$ cat src/hdl/point_in_polygon_winding_defines.svh
// Assertion helpers shared by the point-in-polygon block.
`ifndef POINT_IN_POLYGON_WINDING_DEFINES_SVH
`define POINT_IN_POLYGON_WINDING_DEFINES_SVH

// Same-cycle implication, sampled on clk, off while rst_n is low.
`define PIPW_ASSERT_NOW(lbl, ante, cons, msg) \
    lbl: assert property (@(posedge clk) disable iff (!rst_n) (ante) |-> (cons)) \
        else $error(msg);

// Next-cycle implication, sampled on clk, off while rst_n is low.
`define PIPW_ASSERT_NEXT(lbl, ante, cons, msg) \
    lbl: assert property (@(posedge clk) disable iff (!rst_n) (ante) |=> (cons)) \
        else $error(msg);

`endif

$ cat src/hdl/pipw_pkg.sv
package pipw_pkg;

    localparam int COORD_WIDTH_DEF  = 16;
    localparam int MAX_VERTICES_DEF = 256;
    localparam int QUEUE_DEPTH      = 4;

    // quadrant step between the endpoints of an edge, wrapping around the quadrants
    typedef enum logic [1:0] {
        STEP_NONE = 2'd0,
        STEP_CCW  = 2'd1,
        STEP_DIAG = 2'd2,
        STEP_CW   = 2'd3
    } step_t;

    typedef struct packed {
        logic  first;      // first vertex: restart the sum, no incoming edge
        logic  last;       // closing vertex: add closing edge and report
        step_t step_prev;  // edge previous vertex -> this vertex
        step_t step_close; // edge this vertex -> first vertex
    } edge_ctrl_t;

    // quadrant from the signs of (p - q)
    function automatic logic [1:0] quadrant(input logic neg_x, input logic neg_y);
        logic [1:0] q;
        if (neg_x)
        begin
            q = neg_y ? 2'd2 : 2'd1;
        end
        else
        begin
            q = neg_y ? 2'd3 : 2'd0;
        end
        return q;
    endfunction

    // winding contribution of one edge
    function automatic logic signed [2:0] step_delta(input step_t s, input logic cross_neg);
        logic signed [2:0] d;
        unique case (s)
            STEP_NONE: d = 3'sd0;
            STEP_CCW:  d = 3'sd1;
            STEP_CW:   d = -3'sd1;
            STEP_DIAG: d = cross_neg ? -3'sd2 : 3'sd2;
            default:   d = 3'sd0;
        endcase
        return d;
    endfunction

endpackage

$ cat src/hdl/pipw_front.sv
module pipw_front #(
    parameter int COORD_WIDTH = pipw_pkg::COORD_WIDTH_DEF
) (
    input  logic                          clk,
    input  logic                          rst_n,
    input  logic                          accept,
    input  logic signed [COORD_WIDTH-1:0] vertex_x,
    input  logic signed [COORD_WIDTH-1:0] vertex_y,
    input  logic signed [COORD_WIDTH-1:0] query_x,
    input  logic signed [COORD_WIDTH-1:0] query_y,
    input  logic                          is_last,
    output logic signed [COORD_WIDTH:0]   dx,
    output logic signed [COORD_WIDTH:0]   dy,
    output logic signed [COORD_WIDTH:0]   pdx,
    output logic signed [COORD_WIDTH:0]   pdy,
    output logic signed [COORD_WIDTH:0]   fdx,
    output logic signed [COORD_WIDTH:0]   fdy,
    output pipw_pkg::edge_ctrl_t          ctrl
);
    import pipw_pkg::*;

    localparam int DW = COORD_WIDTH + 1;

    logic                   mid_reg, mid_next;
    logic [COORD_WIDTH-1:0] qx_reg, qy_reg;
    logic [DW-1:0]          pdx_reg, pdy_reg, fdx_reg, fdy_reg;
    logic [1:0]             pq_reg, fq_reg;

    logic [COORD_WIDTH-1:0] qx_use, qy_use;
    logic [1:0]             quad, fq_use;

    // query comes straight from the request on the first vertex
    assign qx_use = mid_reg ? qx_reg : query_x;
    assign qy_use = mid_reg ? qy_reg : query_y;

    assign dx = signed'({vertex_x[COORD_WIDTH-1], vertex_x} - {qx_use[COORD_WIDTH-1], qx_use});
    assign dy = signed'({vertex_y[COORD_WIDTH-1], vertex_y} - {qy_use[COORD_WIDTH-1], qy_use});

    assign quad   = quadrant(dx[DW-1], dy[DW-1]);
    assign fq_use = mid_reg ? fq_reg : quad;

    assign pdx = signed'(pdx_reg);
    assign pdy = signed'(pdy_reg);
    assign fdx = mid_reg ? signed'(fdx_reg) : dx;
    assign fdy = mid_reg ? signed'(fdy_reg) : dy;

    always_comb
    begin
        ctrl.first      = !mid_reg;
        ctrl.last       = is_last;
        ctrl.step_prev  = mid_reg ? step_t'(quad - pq_reg) : STEP_NONE;
        ctrl.step_close = step_t'(fq_use - quad);
    end

    assign mid_next = !is_last;

    always_ff @(posedge clk or negedge rst_n)
    begin
        if (!rst_n)
        begin
            mid_reg <= 1'b0;
        end
        else if (accept)
        begin
            mid_reg <= mid_next;
        end
    end

    always_ff @(posedge clk)
    begin
        if (accept)
        begin
            if (!mid_reg)
            begin
                qx_reg  <= query_x;
                qy_reg  <= query_y;
                fdx_reg <= dx;
                fdy_reg <= dy;
                fq_reg  <= quad;
            end
            pdx_reg <= dx;
            pdy_reg <= dy;
            pq_reg  <= quad;
        end
    end

endmodule

$ cat src/hdl/pipw_queue.sv
module pipw_queue #(
    parameter int WIDTH = 8
) (
    input  logic             clk,
    input  logic             rst_n,
    input  logic             push,
    input  logic [WIDTH-1:0] push_data,
    output logic             full,
    input  logic             pop,
    output logic             pop_valid,
    output logic [WIDTH-1:0] pop_data
);
    import pipw_pkg::*;

    localparam int PTR_W = $clog2(QUEUE_DEPTH);

    logic [WIDTH-1:0] slot_reg [QUEUE_DEPTH];
    logic [PTR_W-1:0] wr_reg, wr_next, rd_reg, rd_next;
    logic [PTR_W:0]   cnt_reg, cnt_next;

    assign full      = (cnt_reg == (PTR_W+1)'(QUEUE_DEPTH));
    assign pop_valid = (cnt_reg != '0);
    assign pop_data  = slot_reg[rd_reg];

    always_comb
    begin
        wr_next  = push ? PTR_W'((32'(wr_reg) + 1) % QUEUE_DEPTH) : wr_reg;
        rd_next  = pop  ? PTR_W'((32'(rd_reg) + 1) % QUEUE_DEPTH) : rd_reg;
        cnt_next = cnt_reg + (PTR_W+1)'(push) - (PTR_W+1)'(pop);
    end

    always_ff @(posedge clk or negedge rst_n)
    begin
        if (!rst_n)
        begin
            wr_reg  <= '0;
            rd_reg  <= '0;
            cnt_reg <= '0;
        end
        else
        begin
            wr_reg  <= wr_next;
            rd_reg  <= rd_next;
            cnt_reg <= cnt_next;
        end
    end

    always_ff @(posedge clk)
    begin
        if (push)
        begin
            slot_reg[wr_reg] <= push_data;
        end
    end

endmodule

$ cat src/hdl/pipw_back.sv
module pipw_back #(
    parameter int COORD_WIDTH  = pipw_pkg::COORD_WIDTH_DEF,
    parameter int MAX_VERTICES = pipw_pkg::MAX_VERTICES_DEF,
    parameter int ACC_W        = $clog2(MAX_VERTICES) + 3
) (
    input  logic                        clk,
    input  logic                        rst_n,
    input  logic                        pop_valid,
    output logic                        pop,
    input  logic signed [COORD_WIDTH:0] dx,
    input  logic signed [COORD_WIDTH:0] dy,
    input  logic signed [COORD_WIDTH:0] pdx,
    input  logic signed [COORD_WIDTH:0] pdy,
    input  logic signed [COORD_WIDTH:0] fdx,
    input  logic signed [COORD_WIDTH:0] fdy,
    input  pipw_pkg::edge_ctrl_t        ctrl,
    output logic                        out_valid,
    input  logic                        out_stall,
    output logic                        inside_res,
    output logic signed [ACC_W-1:0]     quarter_turns
);
    import pipw_pkg::*;

    localparam int DW = COORD_WIDTH + 1;
    localparam int PW = 2 * DW;
    localparam logic signed [ACC_W:0] AccMax = (ACC_W+1)'(2 * MAX_VERTICES);
    localparam logic signed [ACC_W:0] AccMin = -AccMax;
    localparam logic signed [ACC_W-1:0] Two  = ACC_W'(2);

    function automatic logic signed [ACC_W-1:0] sat_add(
        input logic signed [ACC_W-1:0] a,
        input logic signed [2:0]       d
    );
        logic signed [ACC_W:0] s;
        s = signed'({a[ACC_W-1], a}) + signed'({{(ACC_W-2){d[2]}}, d});
        if (s > AccMax)
        begin
            s = AccMax;
        end
        else if (s < AccMin)
        begin
            s = AccMin;
        end
        return s[ACC_W-1:0];
    endfunction

    // product stage
    logic                 b1_valid_reg, b1_valid_next;
    edge_ctrl_t           b1_ctrl_reg;
    logic signed [PW-1:0] p1a_reg, p1b_reg, p2a_reg, p2b_reg;
    logic signed [PW-1:0] p1a_next, p1b_next, p2a_next, p2b_next;

    // accumulate stage
    logic                    adv;
    logic signed [ACC_W-1:0] acc_reg, acc_next, base, sum1, sum2;
    logic signed [PW:0]      cross1, cross2;
    logic signed [2:0]       d1, d2;
    logic                    out_valid_reg, out_valid_next;
    logic                    inside_reg;
    logic signed [ACC_W-1:0] qt_reg;

    assign adv = !(out_valid_reg && out_stall);
    assign pop = adv && pop_valid;

    always_comb
    begin
        p1a_next      = dy * pdx;
        p1b_next      = dx * pdy;
        p2a_next      = fdy * dx;
        p2b_next      = fdx * dy;
        b1_valid_next = pop_valid;
    end

    always_comb
    begin
        cross1 = signed'({p1a_reg[PW-1], p1a_reg}) - signed'({p1b_reg[PW-1], p1b_reg});
        cross2 = signed'({p2a_reg[PW-1], p2a_reg}) - signed'({p2b_reg[PW-1], p2b_reg});
        d1     = step_delta(b1_ctrl_reg.step_prev, cross1[PW]);
        d2     = b1_ctrl_reg.last ? step_delta(b1_ctrl_reg.step_close, cross2[PW]) : 3'sd0;
        base   = b1_ctrl_reg.first ? '0 : acc_reg;
        sum1   = sat_add(base, d1);
        sum2   = sat_add(sum1, d2);
        acc_next       = b1_ctrl_reg.last ? '0 : sum2;
        out_valid_next = b1_valid_reg && b1_ctrl_reg.last;
    end

    always_ff @(posedge clk or negedge rst_n)
    begin
        if (!rst_n)
        begin
            b1_valid_reg  <= 1'b0;
            out_valid_reg <= 1'b0;
            acc_reg       <= '0;
        end
        else if (adv)
        begin
            b1_valid_reg  <= b1_valid_next;
            out_valid_reg <= out_valid_next;
            if (b1_valid_reg)
            begin
                acc_reg <= acc_next;
            end
        end
    end

    always_ff @(posedge clk)
    begin
        if (adv)
        begin
            b1_ctrl_reg <= ctrl;
            p1a_reg     <= p1a_next;
            p1b_reg     <= p1b_next;
            p2a_reg     <= p2a_next;
            p2b_reg     <= p2b_next;
            if (out_valid_next)
            begin
                inside_reg <= (sum2 >= Two) || (sum2 <= -Two);
                qt_reg     <= sum2;
            end
        end
    end

    assign out_valid     = out_valid_reg;
    assign inside_res    = inside_reg;
    assign quarter_turns = qt_reg;

endmodule

$ cat src/hdl/point_in_polygon_winding.sv
// Channel | Direction | Handshake           | Payload
// in      | input     | in_valid / in_stall | vertex_x, vertex_y, query_x, query_y, is_last
// out     | output    | out_valid/out_stall | inside_res, quarter_turns
//
// One vertex request per cycle while in_stall is low; the front end, a four-entry
// queue and a two-stage back end (cross products, then accumulate) register a
// result once the closing vertex has passed through them.
// Reset (rst_n low, asynchronous) empties the queue and pipeline and waits
// for the first vertex of a new polygon.
// in_stall is high only while the queue is full; out_stall, while out_valid is high,
// holds the result register and freezes the back end, which backs up into the queue.
`include "point_in_polygon_winding_defines.svh"

module point_in_polygon_winding #(
    parameter int COORD_WIDTH  = pipw_pkg::COORD_WIDTH_DEF,
    parameter int MAX_VERTICES = pipw_pkg::MAX_VERTICES_DEF,
    parameter int ACC_W        = $clog2(MAX_VERTICES) + 3
) (
    input  logic                          clk,
    input  logic                          rst_n,
    input  logic                          in_valid,
    output logic                          in_stall,
    input  logic signed [COORD_WIDTH-1:0] vertex_x,
    input  logic signed [COORD_WIDTH-1:0] vertex_y,
    input  logic signed [COORD_WIDTH-1:0] query_x,
    input  logic signed [COORD_WIDTH-1:0] query_y,
    input  logic                          is_last,
    output logic                          out_valid,
    input  logic                          out_stall,
    output logic                          inside_res,
    output logic signed [ACC_W-1:0]       quarter_turns
);
    import pipw_pkg::*;

    localparam int DW = COORD_WIDTH + 1;
    // queue entry: edge control plus six query-relative coordinates
    localparam int QW = $bits(edge_ctrl_t) + 6 * DW;
    localparam logic signed [ACC_W-1:0] AccLimit = ACC_W'(2 * MAX_VERTICES);
    localparam logic signed [ACC_W-1:0] Two      = ACC_W'(2);

    logic                 accept;
    logic signed [DW-1:0] f_dx, f_dy, f_pdx, f_pdy, f_fdx, f_fdy;
    edge_ctrl_t           f_ctrl;

    logic                 q_full, q_pop, q_pop_valid;
    logic [QW-1:0]        q_push_data, q_pop_data;

    logic signed [DW-1:0] b_dx, b_dy, b_pdx, b_pdy, b_fdx, b_fdy;
    edge_ctrl_t           b_ctrl;

    assign in_stall = q_full;
    assign accept   = in_valid && !q_full;

    // front: latch query, classify quadrants, form both edges of the vertex
    pipw_front #(
        .COORD_WIDTH (COORD_WIDTH)
    ) u_front (
        .clk      (clk),
        .rst_n    (rst_n),
        .accept   (accept),
        .vertex_x (vertex_x),
        .vertex_y (vertex_y),
        .query_x  (query_x),
        .query_y  (query_y),
        .is_last  (is_last),
        .dx       (f_dx),
        .dy       (f_dy),
        .pdx      (f_pdx),
        .pdy      (f_pdy),
        .fdx      (f_fdx),
        .fdy      (f_fdy),
        .ctrl     (f_ctrl)
    );

    assign q_push_data = {f_ctrl, f_dx, f_dy, f_pdx, f_pdy, f_fdx, f_fdy};

    pipw_queue #(
        .WIDTH (QW)
    ) u_queue (
        .clk       (clk),
        .rst_n     (rst_n),
        .push      (accept),
        .push_data (q_push_data),
        .full      (q_full),
        .pop       (q_pop),
        .pop_valid (q_pop_valid),
        .pop_data  (q_pop_data)
    );

    assign {b_ctrl, b_dx, b_dy, b_pdx, b_pdy, b_fdx, b_fdy} = q_pop_data;

    // back: cross-product sign on diagonal steps, saturating winding sum
    pipw_back #(
        .COORD_WIDTH  (COORD_WIDTH),
        .MAX_VERTICES (MAX_VERTICES),
        .ACC_W        (ACC_W)
    ) u_back (
        .clk           (clk),
        .rst_n         (rst_n),
        .pop_valid     (q_pop_valid),
        .pop           (q_pop),
        .dx            (b_dx),
        .dy            (b_dy),
        .pdx           (b_pdx),
        .pdy           (b_pdy),
        .fdx           (b_fdx),
        .fdy           (b_fdy),
        .ctrl          (b_ctrl),
        .out_valid     (out_valid),
        .out_stall     (out_stall),
        .inside_res    (inside_res),
        .quarter_turns (quarter_turns)
    );

    // result stays within the saturation bounds
    `PIPW_ASSERT_NOW(a_turns_range, out_valid,
        (quarter_turns <= AccLimit) && (quarter_turns >= -AccLimit),
        "quarter_turns outside saturation bounds")

    // inside flag agrees with the reported winding sum
    `PIPW_ASSERT_NOW(a_inside_match, out_valid,
        inside_res == ((quarter_turns >= Two) || (quarter_turns <= -Two)),
        "inside_res disagrees with quarter_turns")

    // a full queue never takes a vertex, so it stays stalled until the back end pops
    `PIPW_ASSERT_NEXT(a_queue_hold, q_full && !q_pop, in_stall,
        "queue full state lost without a pop")

endmodule
$ cat config.mk
export PLATFORM = sky130hd
export DESIGN_NAME = point_in_polygon_winding
export DESIGN_NICKNAME = d
export VERILOG_FILES = /design/src/hdl/pipw_pkg.sv /design/src/hdl/pipw_front.sv /design/src/hdl/pipw_queue.sv /design/src/hdl/pipw_back.sv /design/src/hdl/point_in_polygon_winding.sv
export VERILOG_INCLUDE_DIRS = /design/src /design/src/hdl
export SDC_FILE = /design/constraint.sdc
export NUM_CORES = 2
export LEC_CHECK = 0
export ABC_AREA = 1
export BUFFER_PORTS_ARGS = -buffer_cell sky130_fd_sc_hd__buf_2
export CAP_MARGIN = 20
export CORE_MARGIN = 4
export CORE_UTILIZATION = 35
export CTS_CLUSTER_SIZE = 12
export DETAILED_ROUTE_END_ITERATION = 8
export GPL_TIMING_DRIVEN = 0
export PLACE_DENSITY = 0.46
export SETUP_SLACK_MARGIN = 0.02
export SYNTH_ARGS = -nofsm -noshare
export SYNTH_HDL_FRONTEND = slang
export SYNTH_HIERARCHICAL = 1
export SYNTH_SLANG_ARGS = --single-unit
$ cat constraint.sdc
create_clock -name clk -period 15.6 [get_ports clk]
set_input_delay 1.56 -clock clk [delete_from_list [all_inputs] [get_ports clk]]
set_output_delay 1.56 -clock clk [all_outputs]
set_load 0.05 [all_outputs]
# Word-level counts from Yosys, hierarchy flattened
# Memories as Yosys holds them, arrays and structs flattened.
# Index checks and enable logic that the tools add are counted.
dict set report classes {
  addsub 12
  n_mul 4
  n_lt_le_gt_ge 6
  n_eq_ne 7
  n_mux 22
  bitwise_logic 1
  reduce_logical 14
}
# op n
set ops {}
lappend ops {{$mul A17 B17 Y34} 4}
lappend ops {{$sub A34 B34 Y35} 2}
lappend ops {{$mux W11} 6}
lappend ops {{$mux W17} 2}
lappend ops {{$sub A16 B16 Y17} 2}
lappend ops {{$mux W16} 2}
lappend ops {{$add A11 B3 Y12} 2}
lappend ops {{$gt A12 B11 Y1 const B} 2}
lappend ops {{$lt A12 B10 Y1 const B} 2}
lappend ops {{$pmux W3 S4} 2}
lappend ops {{$ge A11 B3 Y1 const B} 1}
lappend ops {{$le A11 B2 Y1 const B} 1}
lappend ops {{$mux W2} 5}
lappend ops {{$mux W3} 3}
lappend ops {{$eq A2 B2 Y1 const B} 4}
lappend ops {{$add A2 B1 Y2 const B} 2}
lappend ops {{$eq A2 B1 Y1 const B} 2}
lappend ops {{$logic_and A1 B1 Y1} 4}
lappend ops {{$logic_not A1 Y1} 4}
lappend ops {{$logic_not A2 Y1} 2}
lappend ops {{$reduce_and A2 Y1} 2}
lappend ops {{$sub A2 B2 Y2} 2}
lappend ops {{$add A3 B1 Y3} 1}
lappend ops {{$eq A3 B3 Y1 const B} 1}
lappend ops {{5 further kinds} 6}
dict set report totals {
  regBits 279
  ramBits 432
  inputBits 69
  output_inout_bits 14
  n_memories 1
}
# memory depth width rd rd_ports_with_merged_regs wr line_no
set memory_table {}
lappend memory_table {u_queue.slot_reg 4 108 1 0 1 pipw_queue.sv:17} ;# logic [WIDTH-1:0] slot_reg [QUEUE_DEPTH];

# Logic depth before layout (Yosys ltp)
dict set report logic_depth {
  ltp_word 13
  ltp_mapped 49
  mapped_depth_nobuf 49
}

# Modules after synthesis
# The synthesis kept the hierarchy.
# module instances cells_each area_per_inst_um2 seq_area_each_um2
set by_module_without_submodules {}
lappend by_module_without_submodules {pipw_back 1 6044 52011.1 4949.7}
lappend by_module_without_submodules {pipw_queue 1 1737 18512.8 13147.6}
lappend by_module_without_submodules {pipw_front 1 665 6029.5 3118.0}
lappend by_module_without_submodules {point_in_polygon_winding 1 2 10.0 0.0}

# Worst setup path before layout
# No wires, ideal clock.
dict set report synth_timing {
  path_type {input-to-reg}
  startpoint {in in_valid}
  endpoint {mem u_queue/slot_reg[1][0] in the netlist's numbering (enable)}
  setup_time_ns 0.462
  arrival_ns 6.794
  required_ns 15.138
  setup_slack_ns 8.344
  path_stages 5
  path_buffers 1
  path_cell_list {inv_1 -> nor2_2 -> clkbuf_1 -> nand2_1 -> inv_1}
}
dict set report synth_via {
  elab_chain_len 3
}
# item line_no
set synth_rtl {}
lappend synth_rtl {{from (decl)} point_in_polygon_winding.sv:21} ;# input logic in_valid,
lappend synth_rtl {{$logic_and A1 B1 Y1} point_in_polygon_winding.sv:52} ;# assign accept = in_valid && !q_full;
lappend synth_rtl {{net accept} point_in_polygon_winding.sv:41} ;# logic accept;
lappend synth_rtl {{$mux W1} pipw_queue.sv:50} ;# if (push)
lappend synth_rtl {{$mux W1 (not written as such)} pipw_queue.sv:52} ;# slot_reg[wr_reg] <= push_data;
lappend synth_rtl {{to (decl)} pipw_queue.sv:17}
# The timed path passes the listed nets, and every way through them passes these cells.

# Worst setup path in the final report
dict set report layout_timing {
  startpoint {reg u_queue.rd_reg[1]}
  endpoint {reg u_back.p1b_reg[25] (data pin)}
}
dict set report layout_via {
  elab_chain_len 2
}
# item line_no
set layout_rtl {}
lappend layout_rtl {{from (decl)} pipw_queue.sv:18} ;# logic [PTR_W-1:0] wr_reg, wr_next, rd_reg, rd_next;
lappend layout_rtl {{from (signal assigned)} pipw_queue.sv:43} ;# rd_reg <= rd_next;
lappend layout_rtl {{$mem_v2 Z4 W108} --}
lappend layout_rtl {{net q_pop_data[100]} point_in_polygon_winding.sv:46} ;# logic [QW-1:0] q_push_data, q_pop_data;
lappend layout_rtl {{$mul A17 B17 Y34} pipw_back.sv:68} ;# p1b_next = dx * pdy;
lappend layout_rtl {{net u_back.p1b_next[25]} pipw_back.sv:51} ;# logic signed [PW-1:0] p1a_next, p1b_next, p2a_next, p2b_next;
lappend layout_rtl {{to (signal assigned)} pipw_back.sv:112} ;# p1b_reg <= p1b_next;
lappend layout_rtl {{to (decl)} pipw_back.sv:50} ;# logic signed [PW-1:0] p1a_reg, p1b_reg, p2a_reg, p2b_reg;
# The timed path passes the listed nets, and every way through them passes these cells.
# A chain may end at the register's enable or synchronous reset.

==> impl_metrics.json <==
{
  "async_flop_share_pct": 2.96,
  "clock-root-buffer": "clkbuf_16",
  "drc": 0,
  "routed_wl_mm": 239,
  "core_um2": 217000,
  "globalRoute.totalOverflow": 0,
  "ant_nets": 0,
  "tritoncts": "yes",
  "rows": 171,
  "cts.sinks": 710,
  "syn_avg_cell_area_um2": 9.06,
  "cp_data_required_time_ps": 15980,
  "path_common_cell": "fa_1",
  "cp.arrival_ps": 9810,
  "h-tree-depth": 3,
  "worstSetupEndpointType": "flip-flop",
  "ys_types": 60,
  "slew_headroom_pct": 19.3,
  "max_slew.worst_pin.slew_ps": 1210,
  "setup_viol": 0,
  "fillers": 22024,
  "cts.path.max_buffers": 3,
  "slowest_stage": "clkbuf_1",
  "largest_reg_flops": 432,
  "numCtsBuffers": 82,
  "clk_pin_slew_worst_paths_ps": 60,
  "yosys_most_used_dff": "edfxtp_1",
  "gr-usage-all-layers_pct": 21.5,
  "postCtsSetupBuffers": 0,
  "critPathLaunchType": "flip-flop",
  "gp_congestion": 0.919,
  "grt_max_degree": 74,
  "post-route-period-util_pct": 60.4,
  "hold_buffers": 0,
  "critPathMaxFanout": 10,
  "insertion_delay_ps": 710,
  "ys_warn_count": 6,
  "drt-pass1-iter-count": 9,
  "synth_area_um2": 76600,
  "dieArea_um2": 226000,
  "period_minus_slack_ps": 9430,
  "hold_viol_final": 0,
  "n_antenna_cell": 0,
  "wl_per_cell_um": 20.7,
  "dp_slack_ps": 6220,
  "fmax_mhz": 106,
  "dr.first_iter.drc_count": 3749,
  "critPathKind": "flip-flop to flip-flop",
  "cts_resized": 0,
  "antenna_found_initial": 4,
  "hp-class": "flip-flop to flip-flop",
  "netlist_instances": 8448,
  "start_util_pct": 35.2,
  "rsz0062_at_grt": "no",
  "maxCapViolations": 0,
  "grt_pass1_wl_mm": 362,
  "run_status": "finished clean",
  "die_w_um": 476,
  "max_stage_delay_ps": 760,
  "synth_edf_count": 689,
  "ys_ff_latch": 710,
  "viasPerCell": 4.67,
  "syn_nets": 10171,
  "finalSetupTns_ps": 0,
  "drv_slew": 0,
  "dr_total_vias": 53936,
  "drive_gt1_share_pct": 5.10,
  "finalWorstSetupSlack_ps": 6170,
  "clock_skew_ps": 88.3,
  "io_pins": 83,
  "grt_pass1_vias": 56484,
  "hpwl_mm": 190,
  "nets": 10358,
  "fp.dieH_um": 476,
  "synth_seq_area_share_pct": 27.7,
  "area_growth_syn_to_layout_pct": 9.16,
  "portBuffers": 82
}
layout make-up:
| cell class | count | area (um^2) | share of cell area [%] |
|---|---|---|---|
| Buffer | 363 | 1520 | 1.82 |
| Clock inverter | 42 | 398 | 0.476 |
| Multi-Input combinational cell | 4994 | 44900 | 53.7 |
| Tap cell | 2854 | 3570 | 4.27 |
| Clock buffer | 108 | 2220 | 2.66 |
| Timing Repair Buffer | 103 | 783 | 0.937 |
| Inverter | 2381 | 8960 | 10.7 |
| Sequential cell | 710 | 21200 | 25.4 |
per-layer routing:
layer,global-route usage [%],routed length (um)
met5,0,0
met4,5.21,6200
met3,3.47,13800
met2,35.1,111000
met1,29.8,108000
cell families after synthesis:
group,count (synthesis),synth area share [%]
buf+inv,2744,13.7
simple gates,2739,14.6
flops,710,27.7
xor+xnor,189,2.16
compound gates,412,3.14
fa+ha+maj,1654,38.7
worst max-delay path: cells and delay by family, from the launching register on:
family	cells	cell delay (ps)
buffers and inverters	10	2760
adders and majority gates	7	3440
DFF	1	370
and+or+nand+nor	7	1220
xor gates and xnor gates	1	490
AOI/OAI and AO/OA	3	800
path summary, 6_finish.rpt:
| path | start | end | slack, ps | cells after the start |
|---|---|---|---|---|
| hold reg to reg | u_front/pdy[4] | u_queue/slot_reg[0][38] | 500 | 0 |
| max in group asynchronous | rst_n | u_queue/wr_reg[0] | 14370 | 1 |
| setup / recovery | u_queue/rd_reg[1] | u_back/p1b_reg[25] | 6170 | 28 |
| min in group asynchronous | rst_n | u_queue/rd_reg[1] | 850 | 1 |
| hold / removal | u_front/pdy[4] | u_queue/slot_reg[0][38] | 500 | 0 |
| setup reg to reg | u_queue/rd_reg[1] | u_back/p1b_reg[25] | 6170 | 28 |
cells in the mapped netlist, types with 8 or more instances:
cell type | instances | area (um^2)
nand3_1 | 300 | 1500
o21ai_0 | 94 | 470
buf_6 | 12 | 135
nand2_4 | 8 | 90.1
nand2_2 | 21 | 131
fa_1 | 1189 | 23800
inv_1 | 2370 | 8900
nand4_1 | 24 | 150
nand2_1 | 2119 | 7950
a21oi_1 | 186 | 931
xnor2_1 | 68 | 596
xor2_1 | 121 | 1060
nor3_1 | 12 | 60.1
inv_2 | 9 | 33.8
o22ai_1 | 8 | 50.1
nor2_1 | 124 | 465
edfxtp_1 | 689 | 20700
a31oi_1 | 12 | 75.1
or2_2 | 94 | 588
o21a_1 | 8 | 60.1
and2_1 | 11 | 68.8
ha_1 | 465 | 5820
o21ai_2 | 8 | 70.1
a21o_1 | 15 | 113
o21ai_1 | 17 | 85.1
o21bai_1 | 10 | 75.1
dfrtp_1 | 21 | 526
clkbuf_1 | 307 | 1150
buf_2 | 37 | 185
per-stage QoR:
step,area [um^2],hold WS [ps],utilization [%],cells
final,83600,495,38.4,11555
after global routing,83600,516,38.4,11555
after CTS,83500,495,38.4,11550
after detailed placement,80900,482,37.2,11400
after global placement,80500,470,37.1,11384
after floorplan,76600,459,-,8448
cell usage in the layout (no fill, tap or decap), drive strengths merged, types with 94 or more instances in the layout:
master and n:
a21oi 193, buf 157, clkbuf 417, edfxtp 689, fa 1189, ha 465, inv 2382, nand2 2148
nand3 303, nor2 129, o21ai 119, or2 94, xor2 121
Power is left out: the tool's default activity adds up to more than one toggle a clock period on the data nets, which glitch-free logic cannot reach.
